$ cat src/hw/rtl/avrd_pkg.sv
// ----------------------------------------------------------------------------
// avrd_pkg
// shared constants, codes and control structs of the animation value run
// decoder
// ----------------------------------------------------------------------------
package avrd_pkg;

    // table geometry
    localparam int TABLE_DEPTH = 1024;
    localparam int ADDR_W      = $clog2(TABLE_DEPTH);
    // walk position must hold a step of up to 256 words past the last entry
    localparam int POS_W       = $clog2(TABLE_DEPTH + 512);

    // field widths
    localparam int IDX_W      = 10;
    localparam int WORD_W     = 16;
    localparam int FRAME_W    = 16;
    localparam int VALUE_W    = 40;
    localparam int STATUS_W   = 2;
    localparam int SCALE_W    = 24;
    localparam int BYTE_W     = 8;
    localparam int CFG_IDX_W  = 2;
    localparam int CFG_DATA_W = 24;

    localparam logic [SCALE_W-1:0] SCALE_RESET = SCALE_W'(65536);

    // word modes
    localparam logic MODE_WRITE = 1'b0;
    localparam logic MODE_QUERY = 1'b1;

    // result status codes
    localparam logic [STATUS_W-1:0] ST_FOUND  = 2'd0;
    localparam logic [STATUS_W-1:0] ST_ABSENT = 2'd1;
    localparam logic [STATUS_W-1:0] ST_ENDED  = 2'd2;
    localparam logic [STATUS_W-1:0] ST_PAST   = 2'd3;

    // configuration register indexes
    localparam logic [CFG_IDX_W-1:0] REG_SCALE   = 2'd0;
    localparam logic [CFG_IDX_W-1:0] REG_PRESENT = 2'd1;

    // controller to datapath commands
    typedef struct packed {
        logic write;     // store a table word
        logic start;     // begin a query walk, read word 0
        logic step;      // skip the current run, read next header
        logic absent;    // result: channel absent
        logic ended;     // result: run list ended
        logic past;      // result: walked past store
        logic sample;    // result: scaled sample
        logic load_out;  // move result into output register
    } cmd_t;

    // datapath to controller status
    typedef struct packed {
        logic present;   // channel present
        logic ended;     // current header ends the list
        logic hit;       // frame lies inside current run
        logic walk_past; // next read would leave the store
    } stat_t;

endpackage

$ cat src/hw/rtl/avrd_ctrl.sv
// ----------------------------------------------------------------------------
// avrd_ctrl
// controller: request handshake, run walk sequencing, response valid
// ----------------------------------------------------------------------------
module avrd_ctrl (
    input  logic            clk,
    input  logic            rst_n,
    input  logic            req_valid,
    input  logic            req_mode,
    output logic            req_ready,
    input  logic            rsp_ready,
    output logic            rsp_valid,
    output avrd_pkg::cmd_t  cmd,
    input  avrd_pkg::stat_t stat
);

    localparam logic [1:0] S_IDLE   = 2'd0;
    localparam logic [1:0] S_HDR    = 2'd1;
    localparam logic [1:0] S_SAMPLE = 2'd2;
    localparam logic [1:0] S_FINISH = 2'd3;

    logic [1:0] state_reg;
    logic [1:0] state_next;
    logic       out_valid_reg;
    logic       out_valid_next;
    logic       slot_free;

    assign slot_free = !out_valid_reg || rsp_ready;
    assign req_ready = (state_reg == S_IDLE);

    always_comb
    begin
        cmd        = '0;
        state_next = state_reg;
        unique case (state_reg)
            S_IDLE:
            begin
                if (req_valid)
                begin
                    if (req_mode == avrd_pkg::MODE_QUERY)
                    begin
                        if (!stat.present)
                        begin
                            cmd.absent = 1'b1;
                            state_next = S_FINISH;
                        end
                        else
                        begin
                            cmd.start  = 1'b1;
                            state_next = S_HDR;
                        end
                    end
                    else
                    begin
                        cmd.write = 1'b1;
                    end
                end
            end
            S_HDR:
            begin
                if (stat.ended)
                begin
                    cmd.ended  = 1'b1;
                    state_next = S_FINISH;
                end
                else if (stat.walk_past)
                begin
                    cmd.past   = 1'b1;
                    state_next = S_FINISH;
                end
                else if (stat.hit)
                begin
                    state_next = S_SAMPLE;
                end
                else
                begin
                    cmd.step = 1'b1;
                end
            end
            S_SAMPLE:
            begin
                cmd.sample = 1'b1;
                state_next = S_FINISH;
            end
            S_FINISH:
            begin
                if (slot_free)
                begin
                    cmd.load_out = 1'b1;
                    state_next   = S_IDLE;
                end
            end
            default:
            begin
                state_next = S_IDLE;
            end
        endcase
    end

    always_comb
    begin
        if (cmd.load_out)
        begin
            out_valid_next = 1'b1;
        end
        else if (rsp_ready)
        begin
            out_valid_next = 1'b0;
        end
        else
        begin
            out_valid_next = out_valid_reg;
        end
    end

    always_ff @(posedge clk or negedge rst_n)
    begin
        if (!rst_n)
        begin
            state_reg     <= S_IDLE;
            out_valid_reg <= 1'b0;
        end
        else
        begin
            state_reg     <= state_next;
            out_valid_reg <= out_valid_next;
        end
    end

    assign rsp_valid = out_valid_reg;

    // a finished result with a free output slot is shown next cycle
    a_finish_loads: assert property (@(posedge clk) disable iff (!rst_n)
        (state_reg == S_FINISH && slot_free) |=> out_valid_reg && state_reg == S_IDLE)
        else $error("finished result not delivered");

    // a query on an absent channel goes straight to delivery
    a_absent_fast: assert property (@(posedge clk) disable iff (!rst_n)
        (state_reg == S_IDLE && req_valid && req_mode == avrd_pkg::MODE_QUERY
         && !stat.present) |=> state_reg == S_FINISH)
        else $error("absent query not finished");

    // an ending header stops the walk
    a_end_stops: assert property (@(posedge clk) disable iff (!rst_n)
        (state_reg == S_HDR && stat.ended) |=> state_reg == S_FINISH)
        else $error("walk continued past end of run list");

endmodule

$ cat config.mk
export PLATFORM = sky130hd
export DESIGN_NAME = avrd_ctrl
export DESIGN_NICKNAME = d
export VERILOG_FILES = /design/src/hw/rtl/avrd_pkg.sv /design/src/hw/rtl/avrd_ctrl.sv
export SDC_FILE = /design/constraint.sdc
export NUM_CORES = 1
export LEC_CHECK = 0
export BUFFER_PORTS_ARGS = -buffer_cell sky130_fd_sc_hd__buf_2
export CAP_MARGIN = 20
export CORE_AREA = 2 2 39 41
export CTS_BUF_LIST = sky130_fd_sc_hd__clkbuf_16
export DETAILED_ROUTE_END_ITERATION = 10
export DIE_AREA = 0 0 41 43
export GPL_TIMING_DRIVEN = 0
export SLEW_MARGIN = 5
export SYNTH_ARGS = -nofsm -noshare
export SYNTH_HDL_FRONTEND = slang
export SYNTH_SLANG_ARGS = --single-unit
export TNS_END_PERCENT = 100
$ cat constraint.sdc
create_clock -name clk -period 2.1 [get_ports clk]
set_clock_uncertainty 0.15 [all_clocks]
set_input_delay 0 -clock clk [delete_from_list [all_inputs] [get_ports clk]]
set_output_delay 0 -clock clk [all_outputs]
set_load 0.03 [all_outputs]
======== Word level (Yosys, flattened, before mapping) ========
Cells that the tools add are included.
operators by class
  $add $sub $neg .......................... 0
  multipliers ............................. 0
  divide/modulo/power cells ............... 0
  $lt $le $gt $ge ......................... 0
  eq/ne operators ......................... 7
  shift operators ......................... 0
  muxes and demuxes ....................... 30
  bitwise logic cells ..................... 0
  reduce and logical (&&, ||, !) cells .... 5
operators by type and width
  cell                                           count
  2-to-1 mux 2 bit                               10
  2-to-1 mux 1 bit                               19
  case mux 2 bit (4 select lines)                1
  inequality test 2 bit, second input constant   3
  == test 2 bit, second input constant           2
  inequality test 4 bit, second input constant   1
  AND reduction 4 bit                            1
  == test 2 x 1 -> 1 bit, second input constant  1
  zero test 2 bit                                1
  nonzero test 2 bit                             1
  zero test 1 bit                                1
  logical OR 1 bit                               1
word-level totals
  flip-flop bits (word level) ............. 3
  bits in latches ......................... 0
  RAM bits ................................ 0
  ROM bits ................................ 0
  input port bits ......................... 9
  output and inout port bits .............. 10
  logic and storage cells ................. 44
  memories kept ........................... 0

======== Longest topological paths before layout ========
Gate-level depths: netlist (run 1).
  depth after elaboration ................. 5
  mapped depth ............................ 6
  mapped depth without buffers ............ 6

======== Worst setup path after synthesis (run 1) ========
Ideal clock, no wire load.
  path type ............................... register to output
  from .................................... register state_reg[1]
  to ...................................... output port cmd[4] (netlist bit)
  arrival time ............................ 1839 ps
  data required time ...................... 1950 ps
  slack ................................... 111 ps
  stages on the path, launching flop included .. 5
  path buffers ............................ 0
  cell sequence ........................... dfrtp_1 inv_1 ha_1 nand2_1 nor3b_1
RTL lines
  item                    RTL line          text
  from (decl)             avrd_ctrl.sv:22   logic [1:0] state_reg;
  from (signal assigned)  avrd_ctrl.sv:125  state_reg <= state_next;
  to (decl)               avrd_ctrl.sv:13   output avrd_pkg::cmd_t cmd,

======== Worst setup path after layout (run 1) ========
  from .................................... register state_reg[1]
  to ...................................... register state_reg[1]
between the ends
  cells in the longest elaborated chain, start to end .. 3
  elaborated cells on any way between the ends .. 10
  those cells by class .................... eq/ne (7); mux (1); reduce/logical (2)
ends and longest elaborated chain
  item                                                                                    RTL line         text
  == test 2 x 1 -> 1 bit, or another cell as far along                                    avrd_ctrl.sv:35  unique case (state_reg)
  inequality test 4 bit (no source line) / inequality test 2 bit (equally long branches)  n/a
  AND reduction 4 bit (no source line)                                                    n/a
Several ways; a longest one is shown, not always the timed one.
A chain may end at the register's enable or synchronous reset.

==> key figures, run 1 <==
Status
  • Status: finished, final reports clean

Floorplan
  • Die X-Extent: 41 um
  • IO Pins: 19
  • Initial Util: 24.6%
  • Core Region: 0.00138 sq mm
  • Die area: approximately 0.0018 sq mm
  • Die span in y: about 43 um
  • Cell row count: 14

Global route
  • GRT Residual Overflow: 0
  • Global-route wire length before repair: 1080 um
  • Vias in the first global route: ~300
  • Total track usage: under 10%
  • Initial antenna violation count: 0
  • Largest net degree at the start of global routing: 6

Setup path
  • Arrival time worst endpoint: 1.74 ns
  • Max Fanout on Critical Path: 5
  • CP Capture Type: flip-flop
  • Setup Crit Path Kind: flip-flop to flip-flop
  • Worst Path Required: 2.10 ns
  • Startpoint types: flip-flop

Synth
  • Share of the synthesized area in the top cell type: between 20% and 30%
  • Top cell type by total area after synthesis: dfrtp_1
  • Post-synthesis net count: 50
  • Distinct cells, synth: 21
  • Register bit total from synthesis: 3
  • Top post-synthesis cells by area: dfrtp_1 (22%), ha_1 (22%), o2111ai_4 (7.7%)
  • Post-synth ARST share: between 90% and 100%
  • Synthesis Warnings: 0
  • Post-synth EDFFs: 0
  • Mapped Area: 340 sq um
  • Avg Inst Size Synth: 9.72 sq um
  • Mapped Cells: 35
  • Register area share after synthesis: 22.1%
  • Primary FF master, synth: dfrtp_1

Pwr
  • Worst vdd ir: ~720 uV
  • Leak: between 0.3 and 0.4 nW
  • Pwr Density: between 1500 and 2000 mW/mm^2

Place
  • GP Congestion: a little under 0.7
  • Number of port buffers: 18
  • Final HPWL DP: 575 um
  • Post-placement cell count: 69

Layout
  • Nets: between 70 and 80
  • Layout Utilization: 41.1%
  • # diodes: 0
  • Most frequent cells in the layout: buf_2 (18), ha_1 (6), inv_1 (5)
  • Max reg flops: 2
  • Area growth syn-to-layout: 67.3%
  • Layout cell share with drive strength beyond 1: a little over two fifths
  • Leading cell type in the layout, fill and taps excluded: buf_2
  • Finished Layout Cells: 77
  • Filler cells: roughly 140
  • Sequential cell area: 75.1 sq um
  • Multi-input logic area: roughly 240 sq um

Detailed routing
  • Routed vias: roughly 330
  • # DRC: 0
  • Met3 routed WL: approximately 60 um
  • Vias/cell: between 4 and 5
  • Final WL: around 700 um
  • DRC marker count from the first detailed-route iteration: 0
  • Highest Signal Layer: met3
  • Detailed Routing Iterations Pass 1: 1
  • Avg WL per Cell: ~9 um
  • DR WL met2: approximately 350 um
  • Routed Antenna Nets: 0
  • Met1 wire length: 304 um

Clocking
  • CTS tree: built
  • Clk buf depth: 2
  • Clock sinks: 3
  • Total CTS buffers: 3
  • Clock Latency Late Sink: ~0.22 ns
  • Clk pin slew, worst setup/hold paths: 0.03 ns
  • Root buf cell: clkbuf_16
  • H-tree levels: 1

STA
  • Slew Viols, Final: 0
  • Slew HR: a little under nine tenths
  • TNS Setup: 0 ns
  • Fraction of the cycle the final worst path needs: between 80% and 90%
  • RSZ-0062 raised after global routing: false
  • Final Hold Fails: 0
  • Worst-Margin Slew: roughly 0.22 ns
  • Fin crit period: around 1.7 ns
  • Maximum operating frequency: 573 MHz
  • Setup Viol. Count Final: 0

Worst hold path
  • Worst Hold Class: primary input to flip-flop

Run
  • Maxcap violations: 0
==> synthesized netlist by cell type (2+ instances only) <==
master    instances
o21ai_1           2
ha_1              6
dfrtp_1           3
nand2b_1          3
inv_1             4
and2_1            2
==> logic make-up (layout without fill, tap and decap cells) <==
family / Yosys count / after routing / share of synthesized area, %
muxes: 1 / 1 / 2.94
adders and majority gates: 6 / 6 / 22.1
AOI/OAI and AO/OA: 6 / 6 / 16.9
and+or+nand+nor: 14 / 14 / 29.4
DFF: 3 / 3 / 22.1
buffers and inverters: 5 / 31 / 6.62
==> critical path, cell delays in order, from the launching register on <==
cell	delay, ns
dfrtp_1	0.40
inv_1	0.16
ha_1	0.20
or4b_4	0.48
o2111ai_4	0.11
nor2_2	0.07
a21oi_2	0.09
==> report_power, final <==
group          total (W)  switching [W]  leakage, nW  internal (W)
Combinational   0.000465       0.000282        0.225      0.000184
Clock           0.000294      0.0000492       0.0423      0.000245
Sequential      0.000122      0.0000311       0.0353     0.0000904
Total           0.000881       0.000362        0.302      0.000519
==> worst paths after layout <==
| check | cells past startpoint | slack [ns] | start | to |
|---|---|---|---|---|
| min | 4 | 0.03 | stat[2] | state_reg[0] |
| max | 6 | 0.36 | state_reg[1] | state_reg[1] |
| min reg2reg | 2 | 0.39 | rsp_valid | rsp_valid |
| min in group asynchronous | 3 | 0.50 | rst_n | state_reg[0] |
| max in group asynchronous | 3 | 1.15 | rst_n | state_reg[1] |
| max reg2reg | 6 | 0.36 | state_reg[1] | state_reg[1] |
==> per-stage QoR <==
step | instance area [sq um] | hold WS [ns] | setup slack, ns | total power, W
after floorplan | 340 | -0.446 | 0.111 | 0.000491
after global placement | 450 | -0.355 | 0.368 | 0.000582
after detailed placement | 450 | -0.347 | 0.342 | 0.000590
after CTS | 569 | 0.0329 | 0.329 | 0.000897
after global routing | 569 | 0.0759 | 0.239 | 0.000954
final | 569 | 0.0269 | 0.356 | 0.000881
==> layer usage <==
layer	vias up	global-route usage, %
met5	-	0
met1	143	10.6
li1	171	-
met4	0	10.0
met2	13	14.1
met3	0	0
==> final cells by class <==
cell class | instances | share of cell area [%]
plain buffers | 1 | 1.32
clock buffers | 3 | 13.2
clock inverters | 1 | 0.659
inverters | 4 | 2.64
multi-input cells | 27 | 42.6
flip-flops and latches | 3 | 13.2
well taps | 16 | 3.52
repair buffers | 22 | 22.9
==> repair_timing <==
action | in CTS | in global routing
hold buffers | 4 | 0
setup buffers | 0 | 0
gates resized for setup | 0 | 0
hold endpoints to repair | 5 | 0
Note: power is estimated with default switching activity, not from simulation.
==> run 2, diff against run 1 <==
--- a/config.mk
+++ b/config.mk
@@ -5,6 +5,7 @@
 export SDC_FILE = /design/constraint.sdc
 export NUM_CORES = 1
 export LEC_CHECK = 0
+export ABC_AREA = 1
 export BUFFER_PORTS_ARGS = -buffer_cell sky130_fd_sc_hd__buf_2
 export CAP_MARGIN = 20
 export CORE_AREA = 2 2 39 41
==> constraint.sdc (replaced) <==
create_clock -name clk -period 1.55 [get_ports clk]
set_clock_uncertainty 0.15 [all_clocks]
set_input_delay 0 -clock clk [delete_from_list [all_inputs] [get_ports clk]]
set_output_delay 0 -clock clk [all_outputs]
set_load 0.03 [all_outputs]
==> run 2 against run 1 <==
  * Non-clock buffer count decreased by 1
  * Critical path depth decreased by 1
  * Critical path type is now flip-flop to output port
  * Clock power increased by 37%
  * Register-to-register slack got worse by 0.20 ns
==> key figures, run 2 <==
Status
  • Status: finished, final reports clean

STA
  • Setup Viol. Count Final: 0
  • Slew HR: around nine tenths
  • Worst-Margin Slew: 0.170 ns
  • Maximum operating frequency: ~700 MHz
  • RSZ-0062 raised after global routing: false
  • TNS Setup: 0 ns
  • Fin crit period: between 1 and 1.5 ns
  • Final Hold Fails: 0
  • Fraction of the cycle the final worst path needs: between 90% and 100%
  • Slew Viols, Final: 0
  • Final WS setup: roughly 0.082 ns

Global route
  • Met1 Resource Use GR: between 10% and 20%
  • M2 GR Usage: 16.9%
  • Global-route wire length before repair: approximately 1300 um
  • Layer with the highest usage: met2
  • Routing usage on met3: between 4 and 5%
  • Vias in the first global route: 357
  • Total track usage: between 10 and 15%
  • Initial antenna violation count: 0
  • Largest net degree at the start of global routing: 7
  • GRT Residual Overflow: 0

Detailed routing
  • Avg WL per Cell: about 7.6 um
  • Vias/cell: slightly above 4
  • Routed vias: 403
  • Routed Antenna Nets: 0
  • # DRC: 0
  • DRC marker count from the first detailed-route iteration: 0
  • Detailed Routing Iterations Pass 1: 1
  • Final WL: roughly 740 um

Synth
  • Post-synth EDFFs: 0
  • Synthesis Warnings: 0
  • Avg Inst Size Synth: approximately 6.5 sq um
  • Top cell type by total area after synthesis: dfrtp_1
  • Count leader, synth: nand2_1
  • Post-synth ARST share: between 90% and 100%
  • Register bit total from synthesis: 3
  • Share of the synthesized area in the top cell type: 20.7%
  • Mapped Area: about 360 sq um
  • Mapped Cells: 56
  • Primary FF master, synth: dfrtp_1
  • Distinct cells, synth: 15
  • Register area share after synthesis: between 20% and 30%
  • Top post-synthesis cells by area: dfrtp_1 (21%), ha_1 (21%), nand2_1 (14%)
  • Post-synthesis net count: 71
  • Synth top cells by count: nand2_1 (14), inv_1 (11), ha_1 (6)

Clocking
  • Clk pin slew, worst setup/hold paths: roughly 0.030 ns
  • CTS tree: built
  • Clock Latency Late Sink: between 0.2 and 0.25 ns
  • H-tree levels: 1
  • Total CTS buffers: 3
  • Clock sinks: 3
  • Postcts setup bufs: 0
  • Clk buf depth: 2
  • Root buf cell: clkbuf_16

Place
  • Placed cell areas: 487 sq um
  • Final HPWL DP: approximately 590 um
  • Number of port buffers: 18
  • GP Congestion: around 0.73
  • Pre-CTS setup slack: about 0.073 ns

Layout
  • Max reg flops: 2
  • Filler cells: 141
  • Nets: just under 100
  • # diodes: 0
  • Most frequent cells in the layout: buf_2 (16), nand2_1 (14), inv_1 (10)
  • Cell area after layout: slightly above 600 sq um
  • Area growth syn-to-layout: 70.7%
  • Layout cell share with drive strength beyond 1: about 46%
  • Leading cell type in the layout, fill and taps excluded: buf_2

Floorplan
  • Cell row count: 14
  • Die span in y: ~43 um
  • Initial Util: between 20% and 30%
  • Die X-Extent: 41 um
  • IO Pins: 19
  • Die area: 0.00176 sq mm
  • Core Region: 0.00138 sq mm

Pwr
  • Leak: roughly 0.37 nW
  • Worst vdd ir: 1150 uV
  • Pwr Density: about 2000 mW/mm^2

Setup path
  • Arrival time worst endpoint: 1.32 ns
  • Setup Crit Path Kind: flip-flop to output port
  • Critical path's slowest cell: dfrtp_2
  • Startpoint types: flip-flop
  • Crit path max-delay family: flip-flops
  • CP cell instances: inv_2 > ha_1 > nand3_1 > nor2_1 > buf_2
  • WP buf/inv: 2
  • CP Capture Type: output port
  • CP peak stage delay: approximately 0.43 ns
  • Max Fanout on Critical Path: 6
  • Worst Path Required: between 1 and 1.5 ns

Run
  • Maxcap violations: 0

Worst hold path
  • Worst Hold Class: primary input to flip-flop
run 2: layout make-up:
class | count | area, sq um | area share [%]
multi-input combinational | 39 | 263 | 42.4
inverter | 13 | 48.8 | 7.88
tap | 16 | 20.0 | 3.23
clock buffer | 3 | 75.1 | 12.1
buffer | 1 | 7.51 | 1.21
clock inverter | 1 | 3.75 | 0.606
timing repair buffer | 21 | 125 | 20.2
sequential | 3 | 76.3 | 12.3
run 2: per-layer routing:
| metal | vias up | part of all wire [%] |
|---|---|---|
| met4 | 0 | 1.8 |
| met3 | 2 | 3.8 |
| li1 | 216 | - |
| met2 | 9 | 53 |
| met5 | - | 0 |
| met1 | 176 | 41 |
run 2: cells by family after synthesis:
logic type	count (synthesis)	share of synthesized area (%)
AND/OR/NAND/NOR	32	41.7
buffers and inverters	14	15.5
adder cells (fa/ha/maj)	6	20.7
flip-flops	3	20.7
AO/OA/AOI/OAI	1	1.38
run 2: stage by stage:
| step | power [W] | std cells | hold slack (ns) | util [%] |
|---|---|---|---|---|
| after floorplan | 0.000665 | 56 | -0.446 | - |
| after global placement | 0.000798 | 90 | -0.355 | 35.2 |
| after detailed placement | 0.000799 | 90 | -0.353 | 35.2 |
| after CTS | 0.00123 | 97 | 0.0384 | 43.4 |
| after global routing | 0.00135 | 97 | 0.0641 | 44.8 |
| final | 0.00124 | 97 | 0.0320 | 44.8 |
run 2: path summary, 6_finish.rpt:
| path | depth (start not counted) | endpoint | slack, ns | startpoint |
|---|---|---|---|---|
| worst min-delay path | 5 | state_reg[1] | 0.03 | stat[1] |
| worst max-delay path | 5 | cmd[6] | 0.08 | state_reg[0] |
| max in group asynchronous | 3 | state_reg[0] | 0.59 | rst_n |
| worst max register to register | 9 | state_reg[0] | 0.16 | state_reg[1] |
| min in group asynchronous | 3 | state_reg[1] | 0.50 | rst_n |
| worst min register to register | 2 | rsp_valid | 0.41 | rsp_valid |
run 2: worst register-to-register path, stage by stage, from the launching register on:
cell and delay, ns:
dfrtp_1 0.42, inv_2 0.12, ha_1 0.17, inv_1 0.07
nor2_2 0.09, nand2_2 0.07, nand2_1 0.06, nor2_1 0.04
nand2_1 0.05, nand2_1 0.05
run 2: repair_timing:
item,4_1_cts,5_1_grt
hold buffers,3,0
pin swaps,0,0
setup endpoints to repair,1,2
resized for setup,4,4
hold endpoints to repair,4,0
run 2: where the power goes:
| part | total (W) | switching [W] | internal, W |
|---|---|---|---|
| Clock | 0.000403 | 0.0000700 | 0.000333 |
| Sequential | 0.000178 | 0.0000554 | 0.000122 |
| Combinational | 0.000661 | 0.000422 | 0.000239 |
==> run 3, diff against run 2 <==
--- a/config.mk
+++ b/config.mk
@@ -8,11 +8,13 @@
 export ABC_AREA = 1
 export BUFFER_PORTS_ARGS = -buffer_cell sky130_fd_sc_hd__buf_2
 export CAP_MARGIN = 20
-export CORE_AREA = 2 2 39 41
+export CELL_PAD_IN_SITES_DETAIL_PLACEMENT = 0
+export CELL_PAD_IN_SITES_GLOBAL_PLACEMENT = 2
+export CORE_UTILIZATION = 20
 export CTS_BUF_LIST = sky130_fd_sc_hd__clkbuf_16
 export DETAILED_ROUTE_END_ITERATION = 10
-export DIE_AREA = 0 0 41 43
 export GPL_TIMING_DRIVEN = 0
+export PLACE_DENSITY_LB_ADDON = 0.1
 export SLEW_MARGIN = 5
 export SYNTH_ARGS = -nofsm -noshare
 export SYNTH_HDL_FRONTEND = slang
==> constraint.sdc (replaced) <==
create_clock -name clk -period 1.36 [get_ports clk]
set_clock_uncertainty 0.15 [all_clocks]
set_input_delay 0 -clock clk [delete_from_list [all_inputs] [get_ports clk]]
set_output_delay 0 -clock clk [all_outputs]
set_load 0.03 [all_outputs]
==> run 3 against run 2 <==
  * The run now ends with negative setup slack left
  * Clock-buffer cell count stayed put
  * Non-clock buffer count grew 3
  * Register-to-register slack lost 0.24 ns
  * Design area is 23% higher
  * Setup slack got worse by 0.18 ns
  * Largest cell class unchanged
  * Total power rose by 38%
  * Global-route usage fell by 1.0 points
==> key figures, run 3 (synthesis gave the netlist of run 2 again) <==
Status
  • Status: finished, violations left
  • Failing checks: negative setup slack

Pwr
  • Switching power: 0.000752 W
  • Clock Power Share: between 20% and 30%
  • Worst vdd ir: 966 uV
  • Pwr Density: about 2200 mW/mm^2
  • Leak: 0.406 nW
  • Cell internal pwr: ~0.00096 W
  • Switching Fraction: 43.9%
  • Comb pwr share: between 50% and 60%
  • Share of power burned in registers: a little over an eighth

Floorplan
  • Die span in y: 44.6 um
  • Core Region: approximately 0.0017 sq mm
  • Initial Util: around a fifth
  • Cell row count: 15
  • Die area: 0.00199 sq mm
  • Die X-Extent: between 40 and 50 um
  • IO Pins: 19

Setup path
  • CP peak stage delay: approximately 0.47 ns
  • CP Capture Type: output port
  • WP buf/inv: 2
  • Crit path max-delay family: flip-flops
  • CP cell instances: inv_4 > ha_4 > nand2_4 > nor3_4 > buf_6
  • Critical path's slowest cell: dfrtp_2
  • Startpoint types: flip-flop
  • Worst Path Required: approximately 1.2 ns
  • Max Fanout on Critical Path: 6
  • Setup Crit Path Kind: flip-flop to output port
  • Arrival time worst endpoint: about 1.3 ns

STA
  • Maximum operating frequency: 687 MHz
  • Fraction of the cycle the final worst path needs: 107%
  • Slew Viols, Final: 0
  • RSZ-0062 raised after global routing: true
  • Final Hold Fails: 0
  • Worst-Margin Slew: roughly 0.19 ns
  • Setup Viol. Count Final: 8
  • Final WS setup: -0.0959 ns
  • Hold slack: 0.0255 ns
  • Fin crit period: 1.46 ns
  • Slew HR: 87.3%

Clocking
  • CTS tree: built
  • H-tree levels: 1
  • Clk buf depth: 2
  • Clock Latency Late Sink: between 0.2 and 0.25 ns
  • Clock sinks: 3
  • Total CTS buffers: 3
  • Clk pin slew, worst setup/hold paths: about 0.030 ns
  • Root buf cell: clkbuf_16

Run
  • Maxcap violations: 0

Detailed routing
  • Routed Antenna Nets: 0
  • # DRC: 0
  • Avg WL per Cell: approximately 9 um
  • Final WL: approximately 980 um
  • Routed vias: 424
  • Detailed Routing Iterations Pass 1: 4
  • DRC marker count from the first detailed-route iteration: 4
  • Vias/cell: between 3 and 4

Global route
  • Global-route wire length before repair: around 1500 um
  • Initial antenna violation count: 0
  • Total track usage: 10.1%
  • Vias in the first global route: 390
  • GRT Residual Overflow: 0
  • Largest net degree at the start of global routing: 7

Layout
  • # diodes: 0
  • Layout cell share with drive strength beyond 1: 57.1%
  • Area growth syn-to-layout: 111%
  • Leading cell type in the layout, fill and taps excluded: nand2_1
  • Sequential cell area: just under 80 sq um
  • Max reg flops: 2
  • Most frequent cells in the layout: nand2_1 (13), inv_1 (10), buf_2 (9)
  • Layout Utilization: about 45%
  • Nets: 100
  • Finished Layout Cells: 109
  • Filler cells: about 180
  • Multi-input logic area: ~330 sq um

Place
  • GP Congestion: ~0.7
  • Number of port buffers: 18
  • Final HPWL DP: 725 um
  • Pre-CTS setup slack: -0.175 ns
  • Post-placement cell count: 99

Worst hold path
  • Worst Hold Class: primary input to flip-flop
[run 3: changes by cell type in the layout (fill, tap and decap cells not counted), sizes merged]
cell    previous run  this run
clkbuf             3         4
buf               19        21
[run 3: final timing paths]
path | cells past startpoint | slack, ns | start | end
setup / recovery | 5 | -0.1 | state_reg[0] | cmd[4]
hold / removal | 5 | 0.03 | stat[1] | state_reg[1]
setup reg to reg | 9 | -0.08 | state_reg[1] | state_reg[0]
hold reg to reg | 2 | 0.42 | rsp_valid | rsp_valid
max in group asynchronous | 3 | 0.38 | rst_n | state_reg[0]
min in group asynchronous | 3 | 0.51 | rst_n | rsp_valid
[run 3: power groups by stage]
stage | Sequential [W] | Clock [W] | Combinational [W]
floorplan | 0.000213 | 0 | 0.000591
global placement | 0.000206 | 0 | 0.000765
detailed placement | 0.000206 | 0 | 0.000764
CTS | 0.000220 | 0.000460 | 0.000961
global route | 0.000244 | 0.000475 | 0.00111
finish | 0.000235 | 0.000463 | 0.00101
[run 3: routing by layer]
layer	wire length (um)	global-route usage, %	vias to the layer above
met5	0	0	-
li1	-	-	222
met1	446	11.7	188
met3	56	2.45	0
met2	481	17.9	14
met4	0	3.64	0
[run 3: area by class of cell]
class / count / area share [%]
Timing Repair Buffer: 24 / 24.5
Sequential cell: 3 / 10.1
Clock buffer: 3 / 9.82
Tap cell: 25 / 4.09
Buffer: 1 / 0.982
Inverter: 13 / 7.04
Clock inverter: 1 / 0.491
Multi-Input combinational cell: 39 / 42.9
[run 3: tightest hold or removal path, cell delays in order]
cell     delay [ns]
buf_2          0.08
nor2_1         0.04
nand2_2        0.08
nand4_1        0.09
nand2_1        0.07
[run 3: repair_timing]
item / CTS / global route
resized for setup: 24 / 9
setup buffers: 2 / 2
setup endpoints to repair: 10 / 9
pin swaps: 3 / 1
hold buffers: 3 / 0
endpoints found under the hold margin: 4 / 0
[run 3: per-stage QoR]
stage	TNS (ns)	power, W	instance area, sq um
after floorplan	0	0.000804	394
after global placement	-0.313	0.000972	515
after detailed placement	-0.301	0.000970	515
after CTS	-0.453	0.00164	716
after global routing	-0.989	0.00183	764
final	-0.491	0.00171	764
